===== config.mk =====
export PLATFORM = sky130hd
export DESIGN_NAME = http_chunked_decoder_unit
export DESIGN_NICKNAME = d
export VERILOG_FILES = /design/src/rtl/core/chd_pkg.sv /design/src/rtl/core/chd_decode.sv /design/src/rtl/core/http_chunked_decoder_unit.sv
export SDC_FILE = /design/constraint.sdc
export NUM_CORES = 1
export LEC_CHECK = 0
export ABC_AREA = 1
export BUFFER_PORTS_ARGS = -buffer_cell sky130_fd_sc_hd__buf_4
export CORE_ASPECT_RATIO = 0.75
export CORE_MARGIN = 3
export CORE_UTILIZATION = 60
export CTS_BUF_LIST = sky130_fd_sc_hd__clkbuf_2
export DETAILED_ROUTE_END_ITERATION = 10
export PLACE_DENSITY = 0.85
export SLEW_MARGIN = 20
export SYNTH_ARGS = -nofsm -noshare
export SYNTH_HDL_FRONTEND = slang
export SYNTH_HIERARCHICAL = 1
export SYNTH_SLANG_ARGS = --single-unit

===== constraint.sdc =====
create_clock -name clk -period 2.7 [get_ports clk]
set_clock_uncertainty 0.05 [all_clocks]
set_input_delay 0.135 -clock clk [delete_from_list [all_inputs] [get_ports clk]]
set_output_delay 0.135 -clock clk [all_outputs]
set_load 0.03 [all_outputs]

===== src/rtl/core/chd_pkg.sv =====
package chd_pkg;

  localparam int LenBits = 32;

  localparam logic [7:0] ChCr    = 8'd13;
  localparam logic [7:0] ChLf    = 8'd10;
  localparam logic [7:0] ChSemi  = 8'd59;
  localparam logic [7:0] ChSpace = 8'd32;

  localparam logic [2:0] KindFrame   = 3'd0;
  localparam logic [2:0] KindPayload = 3'd1;
  localparam logic [2:0] KindEnd     = 3'd2;
  localparam logic [2:0] KindIgnored = 3'd3;
  localparam logic [2:0] KindError   = 3'd4;

  localparam logic [2:0] ErrNone     = 3'd0;
  localparam logic [2:0] ErrCr       = 3'd1;
  localparam logic [2:0] ErrLf       = 3'd2;
  localparam logic [2:0] ErrSize     = 3'd3;
  localparam logic [2:0] ErrOverflow = 3'd4;

  typedef enum logic [12:0] {
    PH_CHUNK_CR   = 13'b0000000000001,
    PH_CHUNK_LF   = 13'b0000000000010,
    PH_SIZE_FIRST = 13'b0000000000100,
    PH_SIZE_MORE  = 13'b0000000001000,
    PH_EXT        = 13'b0000000010000,
    PH_SIZE_LF    = 13'b0000000100000,
    PH_PAYLOAD    = 13'b0000001000000,
    PH_TR_START   = 13'b0000010000000,
    PH_TR_TEXT    = 13'b0000100000000,
    PH_TR_LF      = 13'b0001000000000,
    PH_FINAL_LF   = 13'b0010000000000,
    PH_DONE       = 13'b0100000000000,
    PH_ERROR      = 13'b1000000000000
  } phase_t;

  typedef struct packed {
    logic [7:0] data;
    logic [2:0] kind;
    logic       last;
    logic [2:0] err;
  } result_t;

  // {is_hex, value}
  function automatic logic [4:0] hex_decode(input logic [7:0] c);
    logic [4:0] r;
    r = 5'd0;
    if (c inside {[8'd48:8'd57]}) begin
      r = {1'b1, 4'(c - 8'd48)};
    end else if (c inside {[8'd65:8'd70]}) begin
      r = {1'b1, 4'(c - 8'd55)};
    end else if (c inside {[8'd97:8'd102]}) begin
      r = {1'b1, 4'(c - 8'd87)};
    end
    return r;
  endfunction

endpackage


===== src/rtl/core/chd_decode.sv =====
module chd_decode (
  input  logic                     clk,
  input  logic                     rst,
  input  logic                     advance,
  input  logic [7:0]               byte_in,
  output chd_pkg::result_t         res
);

  chd_pkg::phase_t                phase, phase_next;
  logic [chd_pkg::LenBits-1:0]    remaining_count, remaining_count_next;
  logic [2:0]                     error_reason, error_reason_next;

  always_comb begin
    logic [4:0] hx;
    logic [2:0] kind;
    logic [7:0] data;
    logic       last;
    hx                   = chd_pkg::hex_decode(byte_in);
    phase_next           = phase;
    remaining_count_next = remaining_count;
    error_reason_next    = error_reason;
    kind                 = chd_pkg::KindFrame;
    data                 = 8'd0;
    last                 = 1'b0;
    case (phase)
      chd_pkg::PH_CHUNK_CR: begin
        if (byte_in != chd_pkg::ChCr) begin
          error_reason_next = chd_pkg::ErrCr;
          phase_next        = chd_pkg::PH_ERROR;
          kind              = chd_pkg::KindError;
        end else begin
          phase_next = chd_pkg::PH_CHUNK_LF;
        end
      end
      chd_pkg::PH_CHUNK_LF: begin
        if (byte_in != chd_pkg::ChLf) begin
          error_reason_next = chd_pkg::ErrLf;
          phase_next        = chd_pkg::PH_ERROR;
          kind              = chd_pkg::KindError;
        end else begin
          phase_next = chd_pkg::PH_SIZE_FIRST;
        end
      end
      chd_pkg::PH_SIZE_FIRST: begin
        if (hx[4]) begin
          remaining_count_next = chd_pkg::LenBits'(hx[3:0]);
          phase_next           = chd_pkg::PH_SIZE_MORE;
        end else if (byte_in != chd_pkg::ChSpace) begin
          error_reason_next = chd_pkg::ErrSize;
          phase_next        = chd_pkg::PH_ERROR;
          kind              = chd_pkg::KindError;
        end
      end
      chd_pkg::PH_SIZE_MORE: begin
        if (hx[4]) begin
          if (remaining_count[chd_pkg::LenBits-1 -: 4] != 4'd0) begin
            error_reason_next = chd_pkg::ErrOverflow;
            phase_next        = chd_pkg::PH_ERROR;
            kind              = chd_pkg::KindError;
          end else begin
            remaining_count_next = {remaining_count[chd_pkg::LenBits-5:0], hx[3:0]};
          end
        end else if (byte_in == chd_pkg::ChSemi) begin
          phase_next = chd_pkg::PH_EXT;
        end else if (byte_in == chd_pkg::ChCr) begin
          phase_next = chd_pkg::PH_SIZE_LF;
        end else if (byte_in != chd_pkg::ChSpace) begin
          error_reason_next = chd_pkg::ErrSize;
          phase_next        = chd_pkg::PH_ERROR;
          kind              = chd_pkg::KindError;
        end
      end
      chd_pkg::PH_EXT: begin
        if (byte_in == chd_pkg::ChCr) begin
          phase_next = chd_pkg::PH_SIZE_LF;
        end
      end
      chd_pkg::PH_SIZE_LF: begin
        if (byte_in != chd_pkg::ChLf) begin
          error_reason_next = chd_pkg::ErrLf;
          phase_next        = chd_pkg::PH_ERROR;
          kind              = chd_pkg::KindError;
        end else if (remaining_count != '0) begin
          phase_next = chd_pkg::PH_PAYLOAD;
        end else begin
          phase_next = chd_pkg::PH_TR_START;
        end
      end
      chd_pkg::PH_PAYLOAD: begin
        kind                 = chd_pkg::KindPayload;
        data                 = byte_in;
        remaining_count_next = remaining_count - chd_pkg::LenBits'(1);
        if (remaining_count_next == '0) begin
          last       = 1'b1;
          phase_next = chd_pkg::PH_CHUNK_CR;
        end
      end
      chd_pkg::PH_TR_START: begin
        if (byte_in == chd_pkg::ChCr) begin
          phase_next = chd_pkg::PH_FINAL_LF;
        end else begin
          phase_next = chd_pkg::PH_TR_TEXT;
        end
      end
      chd_pkg::PH_TR_TEXT: begin
        if (byte_in == chd_pkg::ChCr) begin
          phase_next = chd_pkg::PH_TR_LF;
        end
      end
      chd_pkg::PH_TR_LF: begin
        if (byte_in != chd_pkg::ChLf) begin
          error_reason_next = chd_pkg::ErrLf;
          phase_next        = chd_pkg::PH_ERROR;
          kind              = chd_pkg::KindError;
        end else begin
          phase_next = chd_pkg::PH_TR_START;
        end
      end
      chd_pkg::PH_FINAL_LF: begin
        if (byte_in != chd_pkg::ChLf) begin
          error_reason_next = chd_pkg::ErrLf;
          phase_next        = chd_pkg::PH_ERROR;
          kind              = chd_pkg::KindError;
        end else begin
          phase_next = chd_pkg::PH_DONE;
          kind       = chd_pkg::KindEnd;
        end
      end
      chd_pkg::PH_DONE: begin
        kind = chd_pkg::KindIgnored;
      end
      default: begin
        phase_next = chd_pkg::PH_ERROR;
        kind       = chd_pkg::KindError;
      end
    endcase
    res.data = data;
    res.kind = kind;
    res.last = last;
    res.err  = (kind == chd_pkg::KindError) ? error_reason_next : chd_pkg::ErrNone;
  end

  always_ff @(posedge clk) begin
    if (rst) begin
      phase           <= chd_pkg::PH_SIZE_FIRST;
      remaining_count <= '0;
      error_reason    <= chd_pkg::ErrNone;
    end else if (advance) begin
      phase           <= phase_next;
      remaining_count <= remaining_count_next;
      error_reason    <= error_reason_next;
    end
  end

  // payload phase is only entered with a nonzero count and left when it hits zero
  assert property (@(posedge clk) disable iff (rst)
    phase == chd_pkg::PH_PAYLOAD |-> remaining_count != '0)
    else $error("payload phase with zero count");

  assert property (@(posedge clk) disable iff (rst)
    phase == chd_pkg::PH_ERROR |-> error_reason != chd_pkg::ErrNone)
    else $error("error phase without reason");

  assert property (@(posedge clk) disable iff (rst)
    phase == chd_pkg::PH_DONE |=> phase == chd_pkg::PH_DONE)
    else $error("left done phase");

  assert property (@(posedge clk) disable iff (rst)
    advance && res.kind == chd_pkg::KindError |=> phase == chd_pkg::PH_ERROR)
    else $error("error result without error phase");

endmodule


===== src/rtl/core/http_chunked_decoder_unit.sv =====
// An input transfer's result passes the input register, then the result
// register. One byte per cycle unless m_tready stalls the output; the framing
// phase and chunk count update in the same cycle that the result register
// loads.
// Reset (rst, synchronous): phase returns to the first size digit, count and
// error reason clear, input and output stages empty.
module http_chunked_decoder_unit (
  input  logic       clk,
  input  logic       rst,
  input  logic       s_tvalid,
  output logic       s_tready,
  input  logic [7:0] s_tdata,   // [7:0] byte_in
  output logic       m_tvalid,
  input  logic       m_tready,
  output logic [7:0] m_tdata,   // [7:0] data_out
  output logic       m_tlast,   // chunk_last
  output logic [5:0] m_tuser    // [2:0] result_kind, [5:3] error_kind
);

  logic             in_valid;
  logic [7:0]       in_byte;
  logic             advance;
  chd_pkg::result_t res;
  chd_pkg::result_t out_res;

  assign advance  = in_valid && (!m_tvalid || m_tready);
  assign s_tready = !in_valid || advance;

  always_ff @(posedge clk) begin
    if (rst) begin
      in_valid <= 1'b0;
    end else if (s_tready) begin
      in_valid <= s_tvalid;
    end
  end

  always_ff @(posedge clk) begin
    if (s_tready && s_tvalid) begin
      in_byte <= s_tdata;
    end
  end

  chd_decode u_decode (
    .clk     (clk),
    .rst     (rst),
    .advance (advance),
    .byte_in (in_byte),
    .res     (res)
  );

  always_ff @(posedge clk) begin
    if (rst) begin
      m_tvalid <= 1'b0;
    end else if (advance) begin
      m_tvalid <= 1'b1;
    end else if (m_tready) begin
      m_tvalid <= 1'b0;
    end
  end

  always_ff @(posedge clk) begin
    if (advance) begin
      out_res <= res;
    end
  end

  assign m_tdata = out_res.data;
  assign m_tlast = out_res.last;
  assign m_tuser = {out_res.err, out_res.kind};

endmodule

# After elaboration in Yosys (flattened, before gate mapping)
# Cells that the tools add are included.
# word_totals
register_bits,73
inputBits,12
output_inout_bits,17
word_cells,111
# op_classes
n_addsub,4
order_cmp,6
eq_ne,25
muxes,46
bitwise,1
n_reduce_logical,19
# ops
op,n
2-to-1 mux 13 bit,14
case mux 13 bit (12 select lines),1
2-to-1 mux 32 bit,3
case mux 32 bit (3 select lines),1
2-to-1 mux 3 bit,17
zero test 32 bit,1
nonzero test 32 bit,1
subtractor 32 x 1 -> 32 bit (second input constant),1
case mux 3 bit (8 select lines),1
greater-or-equal comparator 8 x 7 -> 1 bit (second input constant),2
<= comparator 8 x 7 -> 1 bit (second input constant),2
inequality test 8 x 4 -> 1 bit (second input constant),2
2-to-1 mux 5 bit,3
equality test 13 x 1 -> 1 bit (second input constant),1
equality test 13 x 10 -> 1 bit (second input constant),1
equality test 13 x 11 -> 1 bit (second input constant),1
equality test 13 x 12 -> 1 bit (second input constant),1
equality test 13 x 2 -> 1 bit (second input constant),1
equality test 13 x 3 -> 1 bit (second input constant),1
equality test 13 x 4 -> 1 bit (second input constant),1
equality test 13 x 5 -> 1 bit (second input constant),1
equality test 13 x 6 -> 1 bit (second input constant),1
equality test 13 x 7 -> 1 bit (second input constant),1
equality test 13 x 8 -> 1 bit (second input constant),1
27 further kinds,41

# Longest topological paths before layout
# Gate-level depths: netlist of the first run.
# depth
ltp_word,8
depth_mapped,17
mapped_depth_nobuf,17

# By module
# The synthesis of the first run kept the hierarchy.
# by_module_without_submodules
mod,instances,cells_each,area_per_inst_um2
chd_decode,1,708,4068.9
http_chunked_decoder_unit,1,35,782.0

# Worst setup path before layout of the first run
# OpenSTA, ideal clock, no wires.
# synth_timing
kind,register to register
startpoint,register m_tvalid
endpoint,register u_decode.phase[3]
arrival_time_ps,2346
required_ps,2537
setup_slack_ps,191
path_stages_with_launch,11
synth_period_minus_slack_ps,2509
path_cell_list,dfxtp_1 a21oi_1 buf_2 nand3_1 nor2_2 nand2_1 buf_2 nand2_2 nand2_1 nand2_1 nor2_1
# synth_between
elab_chain_len,4
# synth_rtl
element,line,rtl
from (decl),http_chunked_decoder_unit.sv:13,"output logic m_tvalid,"
from (signal assigned),http_chunked_decoder_unit.sv:53,m_tvalid <= 1'b0;
from (signal assigned),http_chunked_decoder_unit.sv:55,m_tvalid <= 1'b1;
from (signal assigned),http_chunked_decoder_unit.sv:57,m_tvalid <= 1'b0;
zero test 1 bit,http_chunked_decoder_unit.sv:26,assign advance = in_valid && (!m_tvalid || m_tready);
logical OR 1 bit,http_chunked_decoder_unit.sv:26,
logical AND 1 bit,http_chunked_decoder_unit.sv:26,
via advance,http_chunked_decoder_unit.sv:22,logic advance;
AND reduction 6 bit (no source line),n/a,
to (signal assigned),chd_decode.sv:145,phase <= chd_pkg::PH_SIZE_FIRST;
to (signal assigned),chd_decode.sv:149,phase <= phase_next;
to (decl),chd_decode.sv:9,"chd_pkg::phase_t phase, phase_next;"
# The timed path passes the listed nets, and every way through them passes these cells.
# A chain may end at the register's enable or synchronous reset.

# Final worst setup path of the first run
# layout_timing
startpoint,register in_byte[0]
endpoint,"register out_res, in the netlist m_tuser[3], data pin"
# layout_between
elab_chain_len,8
word_cells_on_any_way,35
# layout_rtl
element,line,rtl
from (decl),http_chunked_decoder_unit.sv:21,logic [7:0] in_byte;
from (signal assigned),http_chunked_decoder_unit.sv:39,in_byte <= s_tdata;
greater-or-equal comparator 8 x 7 -> 1 bit / <= comparator 8 x 7 -> 1 bit (equally long branches),chd_pkg.sv:53,end else if (c inside {[8'd97:8'd102]}) begin
logical AND 1 bit,chd_pkg.sv:53,
2-to-1 mux 5 bit,chd_pkg.sv:53,
2-to-1 mux 5 bit,chd_pkg.sv:51,end else if (c inside {[8'd65:8'd70]}) begin
2-to-1 mux 5 bit,chd_pkg.sv:49,if (c inside {[8'd48:8'd57]}) begin
2-to-1 mux 3 bit (on tied branches),"chd_decode.sv:55, chd_decode.sv:45",
case mux 3 bit (8 select lines),chd_decode.sv:25,case (phase)
equality test 3 bit,chd_decode.sv:140,res.err = (kind == chd_pkg::KindError) ? error_reason_next : chd_pkg::ErrNone;
to (signal assigned),http_chunked_decoder_unit.sv:63,out_res <= res;
to (decl),http_chunked_decoder_unit.sv:24,chd_pkg::result_t out_res;
# Several ways; a longest one is shown, not always the timed one.

==> qor.txt, run 1 <==
Post-synthesis xor/xnor area fraction = 0.0126
Hold crit path type = input pin to flop
Seq/Total Area, Yosys = 0.349
Reg clk slew, reported paths = 0.21 ns
Inserted Clock Buffers = 9
Syn nets = 761
Residual DRC count = 0
Fin. Hold Viols = 0
Post-synth top flop = dfxtp_1
Met3 Routed Length = 1500 um
Syn Inst Count = 743
Vias in the first global route = 4658
Least-Margin Pin Slew = 0.879 ns
Antenna diode count = 0
Final setup fails = 0
Area of the die = 9210 um^2
Worst VDD drop = 0.000374 V
Placed insts = 860
Synth area leaders = dfxtp_1 21%, edfxtp_1 14%, nand2_1 13%
Compound-Gate Fraction of Synth Area = 0.145
Post-route insts no fill = 890
Fillers = 640
Slew Limit Fails = 0
Largest net degree at the start of global routing = 37
DRT met1 WL = 6180 um
Largest family of logic cells by synthesized area = simple AND/OR/NAND/NOR gates
Antenna violations before repair = 0
Fin crit share = 0.932
Clock tree from TritonCTS = built
Simple-Gate Fraction of Synth Area = 0.390
Area growth, synth to finish = 14.4%
Congestion Overflow GR = 0
Kind of end point of the critical path = flop
Post-DP HPWL = 9960 um
Layout cells sized above 1 = 0.129
Slew HR = 0.413
Top sig layer = met4
Synth cell types = 40
Fin crit period = 2.52 ns
Row cnt = 27
CP Cell Sequence = inv_1, ha_1, nor2_1, o21ai_1, nand2_2, nand2_1, inv_2, o21ai_0, nand3_1, nor2_1, o21ai_0, and2_1
H-tree depth = 3
Input/output buffers = 28
Post-synthesis mux area share = 0
Crit-path slowest cell = edfxtp_1
Commonest non-fill, non-tap cell in the layout = nand2_1
DIE WIDTH = 110 um
Routability cong. = 0.992
Top cell type's share of synthesized area = 0.206
RSZ-0062 raised after global routing = no
Final WL = 14000 um
Iter 0 DRT Violations = 542
Multi-input logic area = 2780 um^2
Final nets = 802
Static Leakage = 0.00264 uW
Number of flops mapped to enable cells by yosys = 23
Critical path peak fanout = 6
Met2 WL = 6170 um
Slowest stage delay, CP = 0.46 ns
Fmax = 0.397 GHz
Initial Util = 0.638
CTS Root Cell = clkbuf_2
Synth Area in Adders = 0.0155
Sink Count = 73
Synthesis Warnings = 6
Final setup TNS = 0 ns
Req. time, crit path = 2.98 ns
Largest area contributor in the netlist = dfxtp_1
All-Layer GR Usage = 0.313
CP arrival = 2.80 ns
First-pass GRT wire length = 22700 um
Max-cap violations = 0
Most frequent cells in the layout = 169 x nand2_1, 130 x nor2_1, 82 x inv_1
Final core utilization = 0.730
Via count = 5200
Seq. cell area = 1690 um^2
Startpoint Class = flop
Pwr/cell area = 596 nW/um^2
Die H = 83.9 um
IO Pins = 29
WS Path Type = flop to flop
DRT Pass-1 Iters = 6
Seq cells post-synth = 73
Overall power = 3310 uW
Clock Latency Late Sink = 0.55 ns
Vias/cell = 5.84
Wire per inst = 15.8 um
Status = completed
Post-route ant nets = 0
Reg2Reg Setup Slack = 0.18 ns
Longest Clk Path Bufs = 2
Post-synth ARST share = 0
Avg Inst Size Synth = 6.53 um^2
Core area = 7600 um^2
Synth Cell Area = 4850 um^2
## through the flow
step / worst slack, ns / hold WS (ns) / area [um^2]
6_report: 0.184 / 0.149 / 5550
2_1_floorplan: 0.191 / 0.147 / 4850
3_5_place_dp: 0.00955 / 0.264 / 5210
4_1_cts: 0.000845 / 0.100 / 5500
3_3_place_gp: 0.138 / 0.263 / 5210
5_1_grt: 0.000851 / 0.128 / 5550
## final cells by class
type | count | area share
Clock inverter | 7 | 0.0196
Sequential cell | 73 | 0.305
Multi-Input combinational cell | 560 | 0.501
Tap cell | 101 | 0.0228
Inverter | 88 | 0.0595
Timing Repair Buffer | 52 | 0.0839
Clock buffer | 9 | 0.00812
## routing by layer
metal  vias to the layer above  track usage
met1                      2406        0.446
met3                        17       0.0882
met2                       256        0.471
met4                         0       0.0668
li1                       2521            -
met5                         -            0
## final timing paths
path | startpoint | end | cells after the start
worst max-delay path | in_byte[0] | m_tuser[3] | 12
worst min-delay path | m_tready | m_tdata[1] | 3
worst max register to register | in_byte[0] | m_tuser[3] | 12
worst min register to register | u_decode/phase[4] | u_decode/phase[4] | 2
## what timing repair did
item | in CTS | in global routing
gates resized for setup | 1 | 15
hold buffers | 12 | 0
endpoints found under the setup margin | 2 | 48
hold endpoints to repair | 15 | 0
buffers inserted | 1 | 1
pin swaps | 0 | 1
cloned | 0 | 0
## worst max-delay path: cells and delay by family (launching register included)
kind | cells | cell delay [ns]
AND/OR/NAND/NOR | 6 | 0.73
adder cells (fa/ha/maj) | 1 | 0.23
AO/OA/AOI/OAI | 3 | 0.64
buffers and inverters | 2 | 0.21
flip-flops | 1 | 0.46
## logic make-up (layout without fill, tap and decap cells)
family	count (synthesis)	count (layout)
and+or+nand+nor	423	423
AOI/OAI and AO/OA	124	124
buffers and inverters	110	156
DFF	73	73
xor gates and xnor gates	7	7
adders and majority gates	6	6
## synth_stat cells, types with 3 or more instances
cell type / instances
nor2_1: 136
clkbuf_1: 13
buf_2: 8
ha_1: 6
o21ai_1: 6
a22oi_1: 13
dfxtp_1: 50
inv_1: 83
edfxtp_1: 23
nand3_2: 5
nand3b_1: 8
o211ai_1: 3
a31oi_1: 10
a21boi_0: 3
a21oi_1: 37
nand2_1: 171
nor2_2: 11
nand2_2: 7
o21ai_0: 44
xor2_1: 5
nor3_1: 3
nand4_1: 15
nand3_1: 56
inv_2: 4
## sequential cells by signal, summed over array words and instances, names as in the netlist
register / cells
in_byte: 8
in_valid: 1
u_decode/phase: 13
u_decode/error_reason: 3
m_tlast: 1
m_tuser: 6
m_tvalid: 1
u_decode/remaining_count: 32
m_tdata: 8
## report_power, final
part	switching, uW	total, uW	internal [uW]
clock	401	790	389
combinational	835	1250	410
sequential	70.8	1270	1200
No activity file was read; power rests on OpenSTA's default activity.
==> run 2, diff against run 1 <==
Settings changed: CORE_UTILIZATION 60 to 49, CTS_CLUSTER_SIZE set to 8, PLACE_DENSITY 0.85 to 0.72.
==> qor.txt, run 2 (same netlist as run 1, synthesis figures left out) <==
DIE WIDTH = 121 um (+10%)
Hold Path Depth = 2 (-1)
Iter 0 DRT Violations = 529 (-2.4%)
Final core utilization = 0.599 (-0.131)
Worst VDD drop = 0.000314 V (-16%)
Final nets = 810 (+1.0%)
Largest net degree at the start of global routing = 31 (-16%)
Overall power = 3150 uW (-4.6%)
Least-Margin Pin Slew = 0.511 ns (-0.369 ns)
Worst R2R Path Depth = 11 (-1)
CTS Root Cell = clkbuf_2
Startpoint Class = flop
Area of the die = 11100 um^2 (+21%)
Vias/cell = 5.57 (-4.7%)
Inserted Clock Buffers = 9 (unchanged)
All-Layer GR Usage = 0.245 (-0.0688)
Fin crit period = 2.50 ns (-0.0121 ns)
H-tree depth = 3 (unchanged)
Static Leakage = 0.00265 uW (+0.40%)
Dpl ws = 0.0639 ns (+0.0544 ns)
Post-route ant nets = 0 (unchanged)
CP Cell Sequence = nor2_1, nand2_1, inv_2, nand4_1, nor2_2, buf_4, o21ai_0, nand3_1, nor2_1, o21ai_0, and2_1
Slew HR = 0.655 (+0.242)
Pwr/cell area = 564 nW/um^2 (-5.4%)
Min-Delay Startpoint = s_tdata[5]
Longest Clk Path Bufs = 2 (unchanged)
Vias in the first global route = 4641 (-0.36%)
Area growth, synth to finish = 15.3%
Fin. Hold Viols = 0 (unchanged)
Clock Latency Late Sink = 0.56 ns (about the same)
Reg2Reg Setup Slack = 0.20 ns (about the same)
Wire per inst = 14.4 um (-8.9%)
Status = completed
Commonest non-fill, non-tap cell in the layout = nand2_1
Crit path max-delay family = simple AND/OR/NAND/NOR gates
WHS = 0.231 ns (+0.0813 ns)
Layout cells sized above 1 = 0.146 (+0.0163)
Hold crit path type = input pin to flop
Critical path peak fanout = 27 (+21)
Initial Util = 0.519 (-0.119)
Req. time, crit path = 3.06 ns (+0.08 ns)
Congestion Overflow GR = 0 (unchanged)
Fin crit share = 0.927 (-0.00449)
WS Path Type = flop to flop
Reg2reg end = m_tuser[3]
Crit-path slowest cell = dfxtp_1
Post-DP HPWL = 9650 um (-3.0%)
Sink Count = 73 (unchanged)
DRT Pass-1 Iters = 5 (-1)
Hold Path End = in_byte[5]
RR Startpoint = u_decode/phase[12]
Slowest stage delay, CP = 0.43 ns (-0.03 ns)
Reg clk slew, reported paths = 0.22 ns (about the same)
Slew Limit Fails = 0 (unchanged)
Max-cap violations = 0 (unchanged)
Routability cong. = 0.975 (-1.7%)
Kind of end point of the critical path = flop
CP arrival = 2.87 ns (+0.07 ns)
Via count = 5149 (-0.98%)
Antenna diode count = 0 (unchanged)
Final setup fails = 0 (unchanged)
Final WS setup = 0.196 ns (+0.0121 ns)
Antenna violations before repair = 0 (unchanged)
Crit path buffers/inverters = 2 (unchanged)
Final setup TNS = 0 ns (unchanged)
Die H = 92.2 um (+9.9%)
Biggest regs = u_decode/remaining_count: 32 flops, u_decode/phase: 13 flops
Core area = 9350 um^2 (+23%)
Row cnt = 30 (+11%)
Final WL = 13300 um (-5.3%)
Residual DRC count = 0 (unchanged)
First-pass GRT wire length = 22100 um (-2.9%)
IO Pins = 29 (unchanged)
Most frequent cells in the layout = 168 x nand2_1, 129 x nor2_1, 82 x inv_1
Clock tree from TritonCTS = built
Fmax = 0.399 GHz (+0.48%)
Top reg by flops = u_decode/remaining_count
Max reg flops = 32 (unchanged)
Input/output buffers = 28 (unchanged)
run 2: cell types whose count changed in the layout (fill, tap and decap cells not counted), moves of 2 or more:
cell	before	now
clkinv_1	4	1
dfxtp_2	0	2
dfxtp_1	50	48
clkinvlp_4	1	3
buf_12	3	1
buf_4	36	45
inv_6	0	2
buf_6	0	2
bufinv_16	3	1
run 2: worst max-delay path by stage:
stage | start | endpoint | slack (ns) | cells after the start
floorplan | m_tvalid | u_decode/phase[3] | 0.19 | 10
global placement | u_decode/remaining_count[0] | u_decode/phase[11] | 0.17 | 16
detailed placement | u_decode/remaining_count[0] | u_decode/phase[9] | 0.06 | 16
CTS | u_decode/remaining_count[0] | u_decode/phase[9] | 0.01 | 16
global route | in_byte[1] | u_decode/remaining_count[10] | -0.008 | 13
finish | u_decode/phase[12] | m_tuser[3] | 0.20 | 11
run 2: stage by stage:
| stage | cells | area, um^2 |
|---|---|---|
| final | 925 | 5590 |
| after floorplan | 743 | 4850 |
| after global placement | 895 | 5280 |
| after detailed placement | 895 | 5280 |
| after global routing | 925 | 5590 |
| after CTS | 923 | 5520 |
run 2: timing repair:
action / CTS / global route
setup endpoints to repair: 0 / 46
buffers inserted: 0 / 2
hold endpoints to repair: 15 / 0
hold buffers: 12 / 0
gates resized for setup: 0 / 20
run 2: area by class of cell:
class,count,area [um^2]
clock inverters,7,78.8
clock buffers,9,45.0
well taps,128,160
repair buffers,60,500
inverters,88,330
flip-flops and latches,73,1690
fillers,862,3750
multi-input cells,560,2790
run 2: power by group:
| part | total (uW) | switching [uW] | internal (uW) |
|---|---|---|---|
| Sequential | 1270 | 64.4 | 1200 |
| Combinational | 1220 | 809 | 416 |
| Clock | 664 | 443 | 221 |
run 2: routing by layer:
metal | track usage | share of wire | vias to the layer above
li1 | - | - | 2536
met1 | 0.362 | 0.47 | 2375
met2 | 0.355 | 0.43 | 210
met3 | 0.0555 | 0.086 | 28
met4 | 0.0670 | 0.015 | 0
met5 | 0 | 0 | -
